`src/u8d_pkg.sv`:
```
// ----------------------------------------------------------------------------
// u8d_pkg
// shared types and constants for the utf-8 to utf-16 stream decoder
// ----------------------------------------------------------------------------
package u8d_pkg;

  localparam int ByteW  = 8;
  localparam int UnitW  = 16;
  localparam int CodeW  = 21;

  typedef logic [CodeW-1:0] code_point_t;
  typedef logic [UnitW-1:0] unit_t;

  localparam code_point_t CodeLimit = 21'h110000;
  localparam code_point_t PlaneOne  = 21'h010000;

  localparam logic [5:0] HighTag = 6'b110110;
  localparam logic [5:0] LowTag  = 6'b110111;

  // completed code point request between decode and emit
  typedef struct packed {
    logic        valid;
    code_point_t code;
  } cp_req_t;

endpackage

```
`src/u8d_decode.sv`:
```
// ----------------------------------------------------------------------------
// u8d_decode
// tracks the pending continuation count and the code point accumulator,
// registers each completed code point below the unicode limit
// ----------------------------------------------------------------------------
module u8d_decode (
  input  logic                clk,
  input  logic                rst,
  input  logic                in_valid,
  output logic                in_ready,
  input  logic [7:0]          in_byte,
  output u8d_pkg::cp_req_t    cp_req,
  input  logic                cp_ready
);
  import u8d_pkg::*;

  logic [1:0]  bytes_pending, bytes_pending_next;
  code_point_t code_accum, code_accum_next;
  logic        cp_valid;
  code_point_t cp_code;
  logic        done;
  logic        in_fire;

  assign in_ready = !cp_valid || cp_ready;
  assign in_fire  = in_valid && in_ready;

  always_comb begin
    bytes_pending_next = bytes_pending;
    code_accum_next    = code_accum;
    done               = 1'b0;
    if (bytes_pending == 2'd0) begin
      if (in_byte inside {[8'h00:8'h7F]}) begin
        code_accum_next = {13'd0, in_byte};
        done            = 1'b1;
      end else if (in_byte inside {[8'hC0:8'hDF]}) begin
        bytes_pending_next = 2'd1;
        code_accum_next    = {16'd0, in_byte[4:0]};
      end else if (in_byte inside {[8'hE0:8'hEF]}) begin
        bytes_pending_next = 2'd2;
        code_accum_next    = {17'd0, in_byte[3:0]};
      end else if (in_byte inside {[8'hF0:8'hF7]}) begin
        bytes_pending_next = 2'd3;
        code_accum_next    = {18'd0, in_byte[2:0]};
      end
    end else if (in_byte inside {[8'h80:8'hBF]}) begin
      code_accum_next    = {code_accum[CodeW-7:0], in_byte[5:0]};
      bytes_pending_next = bytes_pending - 2'd1;
      done               = (bytes_pending == 2'd1);
    end
  end

  always_ff @(posedge clk) begin
    if (rst) begin
      bytes_pending <= 2'd0;
      code_accum    <= '0;
      cp_valid      <= 1'b0;
    end else begin
      if (in_fire) begin
        bytes_pending <= bytes_pending_next;
        code_accum    <= code_accum_next;
      end
      if (in_ready) begin
        // values at or above the limit complete silently
        cp_valid <= in_fire && done && (code_accum_next < CodeLimit);
      end
    end
  end

  always_ff @(posedge clk) begin
    if (in_ready) begin
      cp_code <= code_accum_next;
    end
  end

  assign cp_req.valid = cp_valid;
  assign cp_req.code  = cp_code;

`ifndef SYNTHESIS
  a_cp_in_range: assert property (@(posedge clk) disable iff (rst)
    cp_valid |-> cp_code < CodeLimit)
    else $error("code point beyond limit");

  a_stray_ignored: assert property (@(posedge clk) disable iff (rst)
    (in_fire && bytes_pending != 2'd0 && in_byte[7:6] != 2'b10)
      |=> ($stable(bytes_pending) && $stable(code_accum)))
    else $error("non-continuation byte changed state");

  a_cp_held: assert property (@(posedge clk) disable iff (rst)
    (cp_valid && !cp_ready) |=> (cp_valid && $stable(cp_code)))
    else $error("code point dropped while stalled");
`endif

endmodule

```
`src/u8d_emit.sv`:
```
// ----------------------------------------------------------------------------
// u8d_emit
// turns a code point into one utf-16 unit or a surrogate pair, with an
// output register and a second-unit holding register
// ----------------------------------------------------------------------------
module u8d_emit (
  input  logic                clk,
  input  logic                rst,
  input  u8d_pkg::cp_req_t    cp_req,
  output logic                cp_ready,
  output logic                out_valid,
  input  logic                out_ready,
  output u8d_pkg::unit_t      out_unit,
  output logic                out_last
);
  import u8d_pkg::*;

  logic        second_valid;
  unit_t       second_unit;
  logic        out_fire;
  code_point_t offset;
  logic        pair;
  unit_t       high_unit, low_unit;

  assign out_fire = out_valid && out_ready;
  assign cp_ready = !second_valid && (!out_valid || out_ready);

  assign offset    = cp_req.code - PlaneOne;
  assign pair      = (cp_req.code >= PlaneOne);
  assign high_unit = {HighTag, offset[19:10]};
  assign low_unit  = {LowTag, offset[9:0]};

  always_ff @(posedge clk) begin
    if (rst) begin
      out_valid    <= 1'b0;
      second_valid <= 1'b0;
    end else if (second_valid) begin
      if (out_fire) begin
        second_valid <= 1'b0;
      end
    end else if (cp_ready) begin
      out_valid    <= cp_req.valid;
      second_valid <= cp_req.valid && pair;
    end
  end

  always_ff @(posedge clk) begin
    if (second_valid) begin
      if (out_fire) begin
        out_unit <= second_unit;
        out_last <= 1'b1;
      end
    end else if (cp_ready) begin
      out_unit    <= pair ? high_unit : cp_req.code[UnitW-1:0];
      out_last    <= !pair;
      second_unit <= low_unit;
    end
  end

`ifndef SYNTHESIS
  a_pair_order: assert property (@(posedge clk) disable iff (rst)
    second_valid |-> (out_valid && !out_last))
    else $error("second unit without first");

  a_high_tag: assert property (@(posedge clk) disable iff (rst)
    (out_valid && !out_last) |-> (out_unit[15:10] == HighTag && second_valid))
    else $error("non-final unit is not a high surrogate");

  a_low_tag: assert property (@(posedge clk) disable iff (rst)
    second_valid |-> (second_unit[15:10] == LowTag))
    else $error("held unit is not a low surrogate");
`endif

endmodule

```
`src/utf8_to_utf16_stream_decoder.sv`:
```
// ----------------------------------------------------------------------------
// utf8_to_utf16_stream_decoder
// decodes a utf-8 byte stream into utf-16 code units
//
//   channel   dir   fields                       per request
//   s_axis    in    tdata[7:0] byte              one utf-8 byte
//   m_axis    out   tdata[15:0] unit, tlast      one utf-16 unit
//
// one byte accepted per cycle while s_axis_tready is high; a completed code point
// is registered in the decode register, then in the emit register
// a surrogate pair leaves the emit register as the high unit, then the low unit
// reset clears the pending count, accumulator and all valid flags
// a stalled output holds the emit register, then the decode register,
// then s_axis_tready drops
// ----------------------------------------------------------------------------
module utf8_to_utf16_stream_decoder (
  input  logic        clk,
  input  logic        rst,
  input  logic        s_axis_tvalid,
  output logic        s_axis_tready,
  input  logic [7:0]  s_axis_tdata,   // [7:0] in_byte
  output logic        m_axis_tvalid,
  input  logic        m_axis_tready,
  output logic [15:0] m_axis_tdata,   // [15:0] utf16_unit
  output logic        m_axis_tlast
);
  import u8d_pkg::*;

  cp_req_t cp_req;
  logic    cp_ready;

  u8d_decode u_decode (
    .clk      (clk),
    .rst      (rst),
    .in_valid (s_axis_tvalid),
    .in_ready (s_axis_tready),
    .in_byte  (s_axis_tdata),
    .cp_req   (cp_req),
    .cp_ready (cp_ready)
  );

  u8d_emit u_emit (
    .clk       (clk),
    .rst       (rst),
    .cp_req    (cp_req),
    .cp_ready  (cp_ready),
    .out_valid (m_axis_tvalid),
    .out_ready (m_axis_tready),
    .out_unit  (m_axis_tdata),
    .out_last  (m_axis_tlast)
  );

endmodule

```
`config.mk`:
```
export PLATFORM = sky130hd
export DESIGN_NAME = utf8_to_utf16_stream_decoder
export DESIGN_NICKNAME = d
export VERILOG_FILES = /design/src/u8d_pkg.sv /design/src/u8d_decode.sv /design/src/u8d_emit.sv /design/src/utf8_to_utf16_stream_decoder.sv
export SDC_FILE = /design/constraint.sdc
export NUM_CORES = 1
export LEC_CHECK = 0
export ABC_AREA = 1
export CAP_MARGIN = 20
export CORE_MARGIN = 4
export CORE_UTILIZATION = 63
export DETAILED_ROUTE_END_ITERATION = 12
export DONT_BUFFER_PORTS = 1
export PLACE_DENSITY = 0.79
export SYNTH_ARGS = -nofsm -noshare
export SYNTH_HDL_FRONTEND = slang
export SYNTH_HIERARCHICAL = 1
export SYNTH_SLANG_ARGS = --single-unit
```
`constraint.sdc`:
```
create_clock -name clk -period 3.79 [get_ports clk]
set_clock_uncertainty 0.2 [all_clocks]
set_input_delay 0.758 -clock clk [delete_from_list [all_inputs] [get_ports clk]]
set_output_delay 0.758 -clock clk [all_outputs]
set_load 0.02 [all_outputs]
```
Yosys cells after proc, flatten, opt, wreduce, memory -nomap -nowiden:

Index checks and enable logic that the tools add are counted.

* bits of input ports: 12
* register bits after elaboration: 74

* add/sub/neg operators: 2
* bitwise operators: 1
* reduce and logical (&&, ||, !) cells: 23
* equal/unequal tests: 4
* magnitude comparators: 12
* multiplexer cells: 25

Operators with widths (count)
* 21-bit two-way mux: 6
* 16-bit two-way mux: 4
* 8-bit greater-or-equal comparator, second input constant: 4
* 8-bit <= comparator, second input constant: 4
* 21-bit by 17-bit greater-or-equal comparator with 1-bit output, second input constant: 1
* 21-bit less-than comparator, second input constant: 1
* 20-bit by 17-bit subtractor with 20-bit output, second input constant: 1
* 2-bit two-way mux: 6
* 1-bit logical AND: 11
* 1-bit two-way mux: 9
* 8-bit by 1-bit greater-or-equal comparator with 1-bit output, second input constant: 1
* 8-bit by 7-bit <= comparator with 1-bit output, second input constant: 1
* 1-bit zero test: 4
* 2-bit inequality test, second input constant: 2
* 4-bit inequality test, second input constant: 1
* 2-bit AND reduction: 2
* 4-bit AND reduction: 1
* 2-bit nonzero test: 2
* 2-bit by 1-bit equality test with 1-bit output, second input constant: 1
* 2-bit zero test: 1
* 1-bit logical OR: 2
* 2-bit by 1-bit subtractor with 2-bit output, second input constant: 1
* 1-bit inverter: 1

Longest topological paths before layout:

Gate-level depths: netlist (run 1).

* depth after elaboration: 9
* depth in mapped cells: 11
* gate-level depth less buffers: 11

Cells and area by module:

The synthesis (run 1) kept the hierarchy.

By module, submodules not included
* u8d_decode: area each 2257.2 um^2, cells an instance 254, instances 1, seq. area each 1111.1 um^2
* u8d_emit: area each 1357.6 um^2, cells an instance 128, instances 1, seq. area each 850.8 um^2

Worst setup path before layout (run 1):

Ideal clock, no wire load.

* kind: input-to-reg
* start point: input port m_axis_tready
* end point: register u_decode.code_accum[10]
* stages on the path: 9
* arrival: 2.799 ns
* path slack: 0.669 ns
* path buffers: 1
* library setup time: 0.122 ns
* cell sequence: o21ai_0 -> inv_1 -> inv_1 -> nand2_1 -> nand2_2 -> clkinv_1 -> clkbuf_1 -> o21ai_0 -> a21oi_2

* word-level cells in the longest chain between the ends: 4

RTL lines
* start, declared: line utf8_to_utf16_stream_decoder.sv:23 `input logic m_axis_tready,`
* 1-bit logical OR: line u8d_emit.sv:26 `assign cp_ready = !second_valid && (!out_valid || out_ready);`
* 1-bit logical AND: line u8d_emit.sv:26
* via cp_ready: line utf8_to_utf16_stream_decoder.sv:30 `logic cp_ready;`
* 1-bit logical OR: line u8d_decode.sv:24 `assign in_ready = !cp_valid || cp_ready;`
* via s_axis_tready: line utf8_to_utf16_stream_decoder.sv:20 `output logic s_axis_tready,`
* 1-bit logical AND: line u8d_decode.sv:25 `assign in_fire = in_valid && in_ready;`
* end signal, assigned: line u8d_decode.sv:60 `code_accum <= code_accum_next;`
* end, declared: line u8d_decode.sv:18 `code_point_t code_accum, code_accum_next;`

The timed path passes the listed nets, and every way through them passes these cells.
A chain may end at the register's enable or synchronous reset.

Worst setup path after layout (run 1):

* start point: register u_emit.second_valid
* end point: register u_decode.bytes_pending[1]

* word-level cells in the longest chain between the ends: 5

RTL lines
* start, declared: line u8d_emit.sv:18 `logic second_valid;`
* start signal, assigned: line u8d_emit.sv:43 `second_valid <= cp_req.valid && pair;`
* 1-bit zero test: line u8d_emit.sv:26
* 1-bit logical AND: line u8d_emit.sv:26
* via cp_ready: line utf8_to_utf16_stream_decoder.sv:30
* 1-bit logical OR: line u8d_decode.sv:24
* via s_axis_tready: line utf8_to_utf16_stream_decoder.sv:20
* 1-bit logical AND: line u8d_decode.sv:25
* 4-bit AND reduction (no source line)
* end signal, assigned: line u8d_decode.sv:59 `bytes_pending <= bytes_pending_next;`
* end, declared: line u8d_decode.sv:17 `logic [1:0] bytes_pending, bytes_pending_next;`

The timed path passes the listed nets, and every way through them passes these cells.

==> results_dict.tcl, run 1 <==
set metrics [dict create \
    fin_crit_sh_pct 83.8 \
    peakVddDrop_uv 297 \
    first_pass_iters 4 \
    fin_crit_ns 3.18 \
    place_ws_ns 0.680 \
    yosys_warnings 6 \
    worst_slack_ns 0.613 \
    overflow 0 \
    grt_pass1_vias 2432 \
    grt_max_degree 28 \
    cts_root_buf "clkbuf_8" \
    path_class "reg2reg" \
    drcViolationCount 0 \
    cts_resized 0 \
    clock-sinks 74 \
    hold_path_class "in2reg" \
    synthMuxAreaShare_pct 0 \
    core-area_um2 5540 \
    synthAdderAreaFrac_pct 0.692 \
    cpMostUsedCell "inv_1" \
    powerDensity_nw_per_um2 615 \
    cts_setup_buffers 0 \
    num_vias 2533 \
    async_reset_ff_share_pct 0 \
    clock_path_buffers 2 \
    status "complete, no violations" \
    avgViaCountPerCell 5.52 \
    wl_mm 6.83 \
    fmax_mhz 315 \
    synth_nets 396 \
    port_buffers 0 \
    fp.dieW_um 83.7 \
    yosys.area_share.xor_xnor_pct 0.242 \
    crit_family "buffers and inverters" \
    antenna_found_initial 0 \
    rsz0062_at_grt "false" \
    finalHoldViolCount 0 \
    dieHeight_um 83.7 \
    synth_top_area_share_pct 39.9 \
    slew_headroom_pct 59.4 \
    postRouteAntennaNets 0 \
    grt_pass1_wl_mm 11.7 \
    multi_input_area_um2 1310 \
    areaGrowthSynthToFinish_pct 6.54 \
    synth_cell_type_count 37 \
    crit_path_end_kind "register" \
    drt-initial-drc-count 155 \
    reg2reg_depth 12 \
    cp.arrival_ns 3.21 \
    worstPathMaxFanout 27 \
    wl_per_cell_um 14.9 \
    io_pins 31 \
    required_ns 3.82 \
    place_congestion 0.813 \
    finalSetupViolCount 0 \
    cts_tree "built" \
    tightest_slew_ns 0.609 \
    clk_pin_slew_worst_paths_ns 0.08 \
    hold_depth 1 \
    slowest_stage "dfxtp_1" \
    initial_core_util_pct 65.2 \
    synth_top_family_by_area "simple AND/OR/NAND/NOR gates" \
    synth_simple_gate_area_share_pct 21.4 \
    layout-drive-gt1-share_pct 18.6 \
    synth-edff-count 48 \
    final_nets 396 \
    track_usage_pct 20.8 \
    die-area_um2 7010 \
    clock_latency_ns 0.34 \
    h-tree-depth 3 \
    crit_buf_inv 6 \
    synth_top_cell_by_area "edfxtp_1" \
    synthTopCellsByArea "edfxtp_1, dfxtp_1, inv_1" \
    seqCellArea_um2 1960 \
    synthTopCellsByCount "inv_1, nand2_1, edfxtp_1, o21ai_0, nand3_1" \
    detailed_place_hpwl_mm 4.85 \
    num-fill-cells 419 \
    crit_chain "inv_1, buf_4, o21ai_0, inv_1, inv_1, nand2_1, nand2_2, clkinv_1, buf_4, nand3_1, o21ai_0, a21oi_1" \
    path_depth 12 \
    slew_violations 0 \
    cp-start-kind "register" \
    synth.avg_cell_area_um2 9.46 \
    antenna_cells 0 \
    ys_ff_latch 74 \
    postCtsHoldBufs 0 \
    seq_area_frac_synth_pct 54.3 \
    synth_cells 382 \
    p_leak_uw 0.00169 \
    cts_buffers 9 \
    slowest_delay_ns 0.43 \
    synthFlopType "edfxtp_1" \
    netlist_area_um2 3610 \
    yosysMostFrequentCell "inv_1" \
    synth_compound_area_share_pct 13.8 \
    row_count 27 \
    setup-tns-final_ns 0 \
    maxCapViolations 0 \
]
## path summary, 6_finish.rpt
check	start	slack, ns	to
worst max register to register	u_emit/second_valid$_SDFF_PP0_	0.61	u_decode/bytes_pending[1]$_SDFFE_PP0P_
worst min-delay path	rst	0.27	u_decode/cp_valid$_SDFFE_PP0N_
worst min register to register	u_decode/cp_code[2]$_DFFE_PN_	0.30	u_emit/second_unit[2]$_DFFE_PP_
worst max-delay path	u_emit/second_valid$_SDFF_PP0_	0.61	u_decode/bytes_pending[1]$_SDFFE_PP0P_
## stage by stage
stage          hold WS [ns]  cell area, um2  instances  total power (uW)  util [%]
3_5_place_dp          0.286            3630        443              1700      65.4
2_1_floorplan         0.242            3610        382              1620         -
6_report              0.269            3850        459              2370      69.5
5_1_grt               0.248            3850        459              2490      69.5
3_3_place_gp          0.267            3630        443              1670      65.4
4_1_cts               0.256            3850        459              2380      69.5
## per-layer routing
layer,track usage (%),part of all wire (%),wire (um)
met5,0,0,0
met4,10.2,1.8,124
met3,3.26,4.4,298
met2,34.8,51,3460
met1,26.3,43,2950
## final cells by class
class,count,area share (%)
flip-flops and latches,74,50.9
multi-input cells,231,33.9
inverters,62,6.17
clock buffers,9,3.22
clock inverters,7,2.63
well taps,72,2.34
repair buffers,4,0.780
## worst register-to-register path, cell delays in order, from the launching register on
cell and delay (ns):
dfxtp_1 0.43, inv_1 0.09, buf_4 0.25, o21ai_0 0.19, inv_1 0.35, inv_1 0.08
nand2_1 0.29, nand2_2 0.29, clkinv_1 0.10, buf_4 0.30, nand3_1 0.19, o21ai_0 0.21
a21oi_1 0.09
## power by group
| group | total [uW] | internal, uW | leakage [uW] | switching [uW] |
|---|---|---|---|---|
| sequential | 1260 | 1070 | 0.000760 | 185 |
| combinational | 424 | 139 | 0.000822 | 285 |
| clock | 684 | 376 | 0.000106 | 308 |
## state kept, by name (all words and copies together) (netlist names)
signal,count
u_emit/second_valid,1
u_decode/bytes_pending,2
u_emit/second_unit,10
u_emit/out_unit,16
u_emit/out_valid,1
u_decode/cp_valid,1
u_decode/code_accum,21
u_decode/cp_code,21
u_emit/out_last,1
## cells in the final DEF (no fill, tap or decap)
master | netlist | routed
nand4_1 | 9 | 9
o21bai_1 | 3 | 3
o21ai_4 | 2 | 2
nand2_8 | 1 | 1
nand3b_1 | 1 | 1
o21ai_0 | 34 | 33
inv_2 | 3 | 3
ha_1 | 2 | 2
o211ai_1 | 1 | 1
nand2_2 | 14 | 14
o21ai_1 | 4 | 5
nand3_1 | 30 | 30
clkinvlp_4 | 0 | 2
a21oi_1 | 13 | 13
xor2_1 | 1 | 1
o22ai_2 | 1 | 1
nor2_1 | 28 | 28
nor2_8 | 1 | 1
nand2_4 | 3 | 3
dfxtp_1 | 26 | 26
nor2_2 | 3 | 3
o211ai_2 | 1 | 1
inv_1 | 57 | 57
nand2_1 | 50 | 50
or2_1 | 6 | 6
clkinv_4 | 0 | 1
nand3_2 | 2 | 2
nor2_4 | 2 | 2
buf_4 | 2 | 4
o21ai_2 | 9 | 9
nor3_1 | 1 | 1
clkbuf_8 | 0 | 9
bufinv_16 | 0 | 2
inv_6 | 1 | 3
edfxtp_1 | 48 | 48
a21oi_2 | 9 | 9
clkinv_1 | 1 | 1
## cell families (layout without fill, tap and decap cells)
family / count (synthesis) / after routing
and+or+nand+nor: 151 / 151
AOI/OAI and AO/OA: 77 / 77
buffers and inverters: 77 / 82
DFF: 74 / 74
adders and majority gates: 2 / 2
xor gates and xnor gates: 1 / 1
Power figures use the tool's default switching activity.
==> inputs of run 2 (changes only) <==
==> constraint.sdc (replaced) <==
create_clock -name clk -period 3 [get_ports clk]
set_clock_uncertainty 0.2 [all_clocks]
set_input_delay 0.6 -clock clk [delete_from_list [all_inputs] [get_ports clk]]
set_output_delay 0.6 -clock clk [all_outputs]
set_load 0.02 [all_outputs]
==> run 2 against run 1 <==
  * Die area unchanged
  * Global-route usage increased by 0.68 points
  * First-iteration DRC count decreased by 5.2%
  * Worst hold slack got worse by 0.16 ns
  * Combinational power increased by 28%
  * Routed wire length increased by 0.12%
  * Setup slack got worse by 0.35 ns
  * Sequential power increased by 25%
  * Utilization decreased by 0.45 points
  * Critical endpoint is now s_axis_tready
  * Largest power group unchanged
==> results_dict.tcl, run 2 (synthesized netlist as in run 1, its figures left out) <==
set metrics [dict create \
    status "complete, no violations" \
    finalHoldViolCount 0 \
    core-area_um2 5540 \
    hold_path_class "in2reg" \
    initial_core_util_pct 65.2 \
    num_vias 2547 \
    required_ns 2.20 \
    reg2reg_depth 12 \
    drt-initial-drc-count 147 \
    final_common_cell "inv_1" \
    reg2reg_from "u_emit/out_valid$_SDFFE_PP0P_" \
    fp.dieW_um 83.7 \
    place_congestion 0.801 \
    cts_root_buf "clkbuf_8" \
    first_pass_iters 4 \
    placed_cell_area_um2 3630 \
    multi_input_area_um2 1310 \
    rsz0062_at_grt "false" \
    crit_chain "inv_1, o21ai_0, inv_1, inv_1, nand2_1, buf_4" \
    cpMostUsedCell "inv_1" \
    grt_pass1_vias 2507 \
    fmax_mhz 365 \
    clock_path_buffers 2 \
    avgViaCountPerCell 5.54 \
    tightest_slew_ns 0.647 \
    fin_crit_sh_pct 91.3 \
    slowest_delay_ns 0.52 \
    path_class "reg2out" \
    overflow 0 \
    hold_depth 1 \
    cts_buffers 9 \
    final_cell_area_um2 3830 \
    fin_crit_ns 2.74 \
    reg_top3 "u_decode/code_accum (21), u_decode/cp_code (21), u_emit/out_unit (16)" \
    min_to "u_decode/cp_valid$_SDFFE_PP0N_" \
    grt_pass1_wl_mm 12.1 \
    cts_resized 0 \
    grt_max_degree 28 \
    wl_met1_mm 2.94 \
    wl_mm 6.84 \
    clock_latency_ns 0.34 \
    final_nets 397 \
    r2r_slack_ns 0.32 \
    postRouteAntennaNets 0 \
    h-tree-depth 3 \
    antenna_cells 0 \
    areaGrowthSynthToFinish_pct 5.85 \
    drcViolationCount 0 \
    dieHeight_um 83.7 \
    powerDensity_nw_per_um2 753 \
    top_layer_used "met4" \
    finalSetupViolCount 0 \
    r2r_end "u_decode/bytes_pending[0]$_SDFFE_PP0P_" \
    row_count 27 \
    clock-sinks 74 \
    seqCellArea_um2 1960 \
    slew_headroom_pct 56.8 \
    crit_path_end_kind "output port" \
    cp-start-kind "register" \
    cts_tree "built" \
    setup-tns-final_ns 0 \
    port_buffers 0 \
    die-area_um2 7010 \
    detailed_place_hpwl_mm 4.81 \
    min_from "rst" \
    io_pins 31 \
    postCtsHoldBufs 0 \
    p_leak_uw 0.00168 \
    cts_setup_buffers 0 \
    wl_per_cell_um 14.9 \
    slew_violations 0 \
    layout-drive-gt1-share_pct 18.8 \
    layout_common_cells "inv_1, nand2_1, edfxtp_1" \
    maxCapViolations 0 \
    wl_met2_mm 3.38 \
    peakVddDrop_uv 343 \
    slowest_stage "dfxtp_1" \
    route.met3.wl_um 375 \
    track_usage_pct 21.5 \
    hold-worst-slack_ns 0.109 \
    clk_pin_slew_worst_paths_ns 0.08 \
    crit_buf_inv 4 \
    path_depth 6 \
    cp.arrival_ns 1.94 \
    num-fill-cells 432 \
    crit_family "buffers and inverters" \
    worstPathMaxFanout 23 \
    antenna_found_initial 0 \
]
[run 2: power breakdown]
group,total (uW),switching (uW),internal (uW)
sequential,1580,228,1360
clock,758,375,382
combinational,541,364,177
total,2880,967,1920
[run 2: how the worst max path moves through the flow]
stage                                              from                                     end  slack (ns)
after floorplan                           m_axis_tready    u_decode/code_accum[10]$_SDFFE_PP0P_        0.04
after global placement                    m_axis_tready  u_decode/bytes_pending[0]$_SDFFE_PP0P_        0.40
after detailed placement                  m_axis_tready  u_decode/bytes_pending[0]$_SDFFE_PP0P_        0.28
after CTS                 u_emit/out_valid$_SDFFE_PP0P_                           s_axis_tready        0.23
after global routing      u_emit/out_valid$_SDFFE_PP0P_  u_decode/bytes_pending[0]$_SDFFE_PP0P_        0.05
final                     u_emit/out_valid$_SDFFE_PP0P_                           s_axis_tready        0.26
[run 2: per-layer routing]
metal / global-route usage, % / up-vias
met4: 9.65 / 0
met2: 34.3 / 84
li1: - / 1270
met3: 5.53 / 10
met1: 27.5 / 1183
met5: 0 / -
[run 2: area by class of cell]
| class | instances | area share, % |
|---|---|---|
| Clock buffer | 9 | 3.24 |
| Clock inverter | 7 | 1.80 |
| Inverter | 62 | 6.21 |
| Timing Repair Buffer | 5 | 0.981 |
| Sequential cell | 74 | 51.3 |
| Tap cell | 72 | 2.35 |
| Multi-Input combinational cell | 231 | 34.1 |
[run 2: worst reg2reg max path, stage by stage (launching register included)]
cell and delay (ns):
dfxtp_1 0.52, inv_1 0.07, o21ai_0 0.28, inv_1 0.29
inv_1 0.11, nand2_1 0.08, nand2_2 0.28, clkinv_1 0.11
buf_4 0.24, nand3_1 0.18, nor2_1 0.05, a21oi_1 0.12
nor2_1 0.05
[run 2: stage by stage]
step	instances	utilization, %	total power (uW)	setup WS (ns)
after detailed placement	444	65.6	2150	0.276
final	460	69.1	2880	0.262
after floorplan	382	-	2050	0.0368
after global placement	444	65.6	2110	0.396
after global routing	460	69.1	3050	0.0500
after CTS	460	69.1	2900	0.235
==> inputs of run 3 (changes only) <==
--- a/config.mk
+++ b/config.mk
@@ -5,13 +5,13 @@
 export SDC_FILE = /design/constraint.sdc
 export NUM_CORES = 1
 export LEC_CHECK = 0
-export ABC_AREA = 1
 export CAP_MARGIN = 20
+export CORE_ASPECT_RATIO = 0.5
 export CORE_MARGIN = 4
 export CORE_UTILIZATION = 63
 export DETAILED_ROUTE_END_ITERATION = 12
 export DONT_BUFFER_PORTS = 1
-export PLACE_DENSITY = 0.79
+export PLACE_DENSITY = 0.77
 export SYNTH_ARGS = -nofsm -noshare
 export SYNTH_HDL_FRONTEND = slang
 export SYNTH_HIERARCHICAL = 1
==> run 3 against run 2 <==
  * Sequential power decreased by 22%
  * Via count increased by 2.6%
  * Utilization increased by 4.6 points
  * Critical path depth unchanged
  * Worst hold slack improved by 0.0072 ns
  * Cell area decreased by 0.69%
  * Area after synthesis decreased by 2.3%
  * Sequential share of layout area increased by 0.35 points
  * Clock-buffer cell count increased by 1
  * Power decreased by 22%
  * First-iteration DRC count increased by 130%
  * Highest routed layer unchanged
==> results_dict.tcl, run 3 <==
set metrics [dict create \
    port_buffers 0 \
    place_congestion 0.943 \
    critPathCapture "u_emit/out_unit[7]$_DFFE_PP_" \
    final_nets 337 \
    clock-sinks 74 \
    fin_crit_ns 2.50 \
    seq_area_frac_synth_pct 55.6 \
    hold_path_class "in2reg" \
    synth-edff-count 48 \
    synth_cell_type_count 56 \
    antenna_found_initial 0 \
    postCtsHoldBufs 0 \
    reg_top3 "u_decode/code_accum (21), u_decode/cp_code (21), u_emit/out_unit (16)" \
    r2r_end "u_emit/out_unit[7]$_DFFE_PP_" \
    maxCapViolations 0 \
    slew_violations 0 \
    clock_latency_ns 0.35 \
    postRouteAntennaNets 0 \
    place_ws_ns 0.559 \
    first_pass_iters 5 \
    r2r_slack_ns 0.50 \
    finalHoldViolCount 0 \
    hold-worst-slack_ns 0.117 \
    synth.avg_cell_area_um2 10.9 \
    cp-start-kind "register" \
    num_vias 2613 \
    cp.arrival_ns 2.48 \
    row_count 18 \
    cts_root_buf "clkbuf_8" \
    crit_path_end_kind "register" \
    worstPathMaxFanout 13 \
    reg2reg_depth 6 \
    p_leak_uw 0.00149 \
    antenna_cells 0 \
    core-area_um2 5160 \
    cp-startpoint "u_decode/cp_code[17]$_DFFE_PN_" \
    synth_compound_area_share_pct 18.2 \
    synthMuxAreaShare_pct 4.46 \
    clock_path_buffers 2 \
    wl_per_cell_um 19.3 \
    grt_pass1_wl_mm 12.6 \
    crit_chain "inv_1, ha_1, nor4b_1, nand3_1, or4_1, o2111ai_1" \
    required_ns 2.98 \
    reg2reg_from "u_decode/cp_code[17]$_DFFE_PN_" \
    finalSetupViolCount 0 \
    cts_setup_buffers 0 \
    synthFlopType "edfxtp_1" \
    wl_mm 7.67 \
    cts_buffers 9 \
    netlist_area_um2 3530 \
    io_pins 31 \
    avgViaCountPerCell 6.57 \
    cts_tree "built" \
    rsz0062_at_grt "false" \
    synth_top_cell_by_area "edfxtp_1" \
    slowest_stage "or4_1" \
    synth_cells 323 \
    detailed_place_hpwl_mm 5.47 \
    synthAdderAreaFrac_pct 0.709 \
    h-tree-depth 3 \
    synth_top_area_share_pct 40.8 \
    fp.dieW_um 114 \
    path_class "reg2reg" \
    synth_simple_gate_area_share_pct 16.5 \
    yosysMostFrequentCell "edfxtp_1" \
    dieHeight_um 60.9 \
    grt_max_degree 26 \
    synthTopCellsByArea "edfxtp_1, dfxtp_1, a22o_1" \
    clk_pin_slew_worst_paths_ns 0.08 \
    areaGrowthSynthToFinish_pct 7.62 \
    num-fill-cells 328 \
    final_common_cell "edfxtp_1" \
    peakVddDrop_uv 303 \
    layout_common_cells "edfxtp_1, nand2_1, nor2_1" \
    layout-drive-gt1-share_pct 14.6 \
    async_reset_ff_share_pct 0 \
    drcViolationCount 0 \
    yosys_warnings 6 \
    setup-tns-final_ns 0 \
    synthTopCellsByCount "edfxtp_1, nand2_1, nor2_1, dfxtp_1, o21ai_0" \
    grt_pass1_vias 2432 \
    die-area_um2 6940 \
    slowest_delay_ns 0.60 \
    tightest_slew_ns 0.800 \
    synth_nets 337 \
    status "complete, no violations" \
    track_usage_pct 23.9 \
    slew_headroom_pct 46.4 \
    cts_resized 0 \
    yosys.area_share.xor_xnor_pct 0.744 \
    powerDensity_nw_per_um2 594 \
    fmax_mhz 400 \
    worst_slack_ns 0.498 \
    ys_ff_latch 74 \
    overflow 0 \
    total_power_uw 2260 \
    fin_crit_sh_pct 83.4 \
    initial_core_util_pct 68.5 \
    drt-initial-drc-count 334 \
    synth_top_family_by_area "compound AO/OA/AOI/OAI gates" \
]
## run 3: cell count changes after synthesis, moves of 7 or more
| cell | delta |
|---|---|
| a22o_1 | +14 |
| nand2_2 | -14 |
| nand4_1 | -8 |
| nand2_1 | -23 |
| a22oi_1 | +7 |
| o21ai_0 | -10 |
| nand3_1 | -25 |
| a21oi_2 | -9 |
| nor4_1 | +9 |
| o21a_1 | +8 |
| inv_1 | -46 |
| o21ai_2 | -7 |
| mux2i_1 | +9 |
## run 3: cell families (layout without fill, tap and decap cells)
group | count (synthesis) | count (layout)
xor gates and xnor gates | 3 | 3
adders and majority gates | 2 | 2
and+or+nand+nor | 111 | 111
DFF | 74 | 74
buffers and inverters | 29 | 34
AOI/OAI and AO/OA | 89 | 89
muxes | 15 | 15
## run 3: how the worst min path moves through the flow
stage / start / to / cells after the start
5_1_grt: rst / u_decode/code_accum[17]$_SDFFE_PP0P_ / 1
2_1_floorplan: u_decode/cp_code[9]$_DFFE_PN_ / u_emit/second_unit[9]$_DFFE_PP_ / 0
3_3_place_gp: u_decode/cp_valid$_SDFFE_PP0N_ / u_emit/out_valid$_SDFFE_PP0P_ / 2
4_1_cts: rst / u_decode/code_accum[18]$_SDFFE_PP0P_ / 1
6_report: rst / u_emit/out_valid$_SDFFE_PP0P_ / 1
3_5_place_dp: u_decode/cp_valid$_SDFFE_PP0N_ / u_emit/out_valid$_SDFFE_PP0P_ / 2
## run 3: power breakdown
group | total (uW) | switching, uW | leakage [uW] | internal (uW)
Sequential | 1240 | 80.2 | 0.000770 | 1160
Clock | 839 | 368 | 0.000107 | 471
Combinational | 180 | 101 | 0.000617 | 78.4
Total | 2260 | 549 | 0.00149 | 1710
## run 3: metal layers
layer	wire length [um]	vias to the layer above	part of all wire (%)	global-route usage, %
li1	-	1218	-	-
met4	185	0	2.4	10.8
met1	3440	1230	45	32.1
met5	0	-	0	0
met3	657	19	8.6	7.07
met2	3380	146	44	36.7
## run 3: area by class of cell
cell class	count	area, um2	share of cell area (%)
Sequential cell	74	1960	51.6
Multi-Input combinational cell	220	1440	37.9
Clock buffer	10	128	3.36
Clock inverter	6	90.1	2.37
Tap cell	70	87.6	2.30
Timing Repair Buffer	7	52.6	1.38
Inverter	11	41.3	1.09
## run 3: stage by stage
stage / area (um2) / cells / utilization (%)
6_report: 3800 / 398 / 73.7
5_1_grt: 3800 / 398 / 73.7
4_1_cts: 3800 / 398 / 73.7
3_5_place_dp: 3580 / 382 / 69.5
3_3_place_gp: 3580 / 382 / 69.5
2_1_floorplan: 3540 / 323 / -
## run 3: critical path, delay by kind of cell (launching register included)
| family | cells | cell delay, ns |
|---|---|---|
| fa+ha+maj | 1 | 0.14 |
| compound gates | 1 | 0.12 |
| flops | 1 | 0.50 |
| simple gates | 3 | 1.25 |
| buf+inv | 1 | 0.12 |
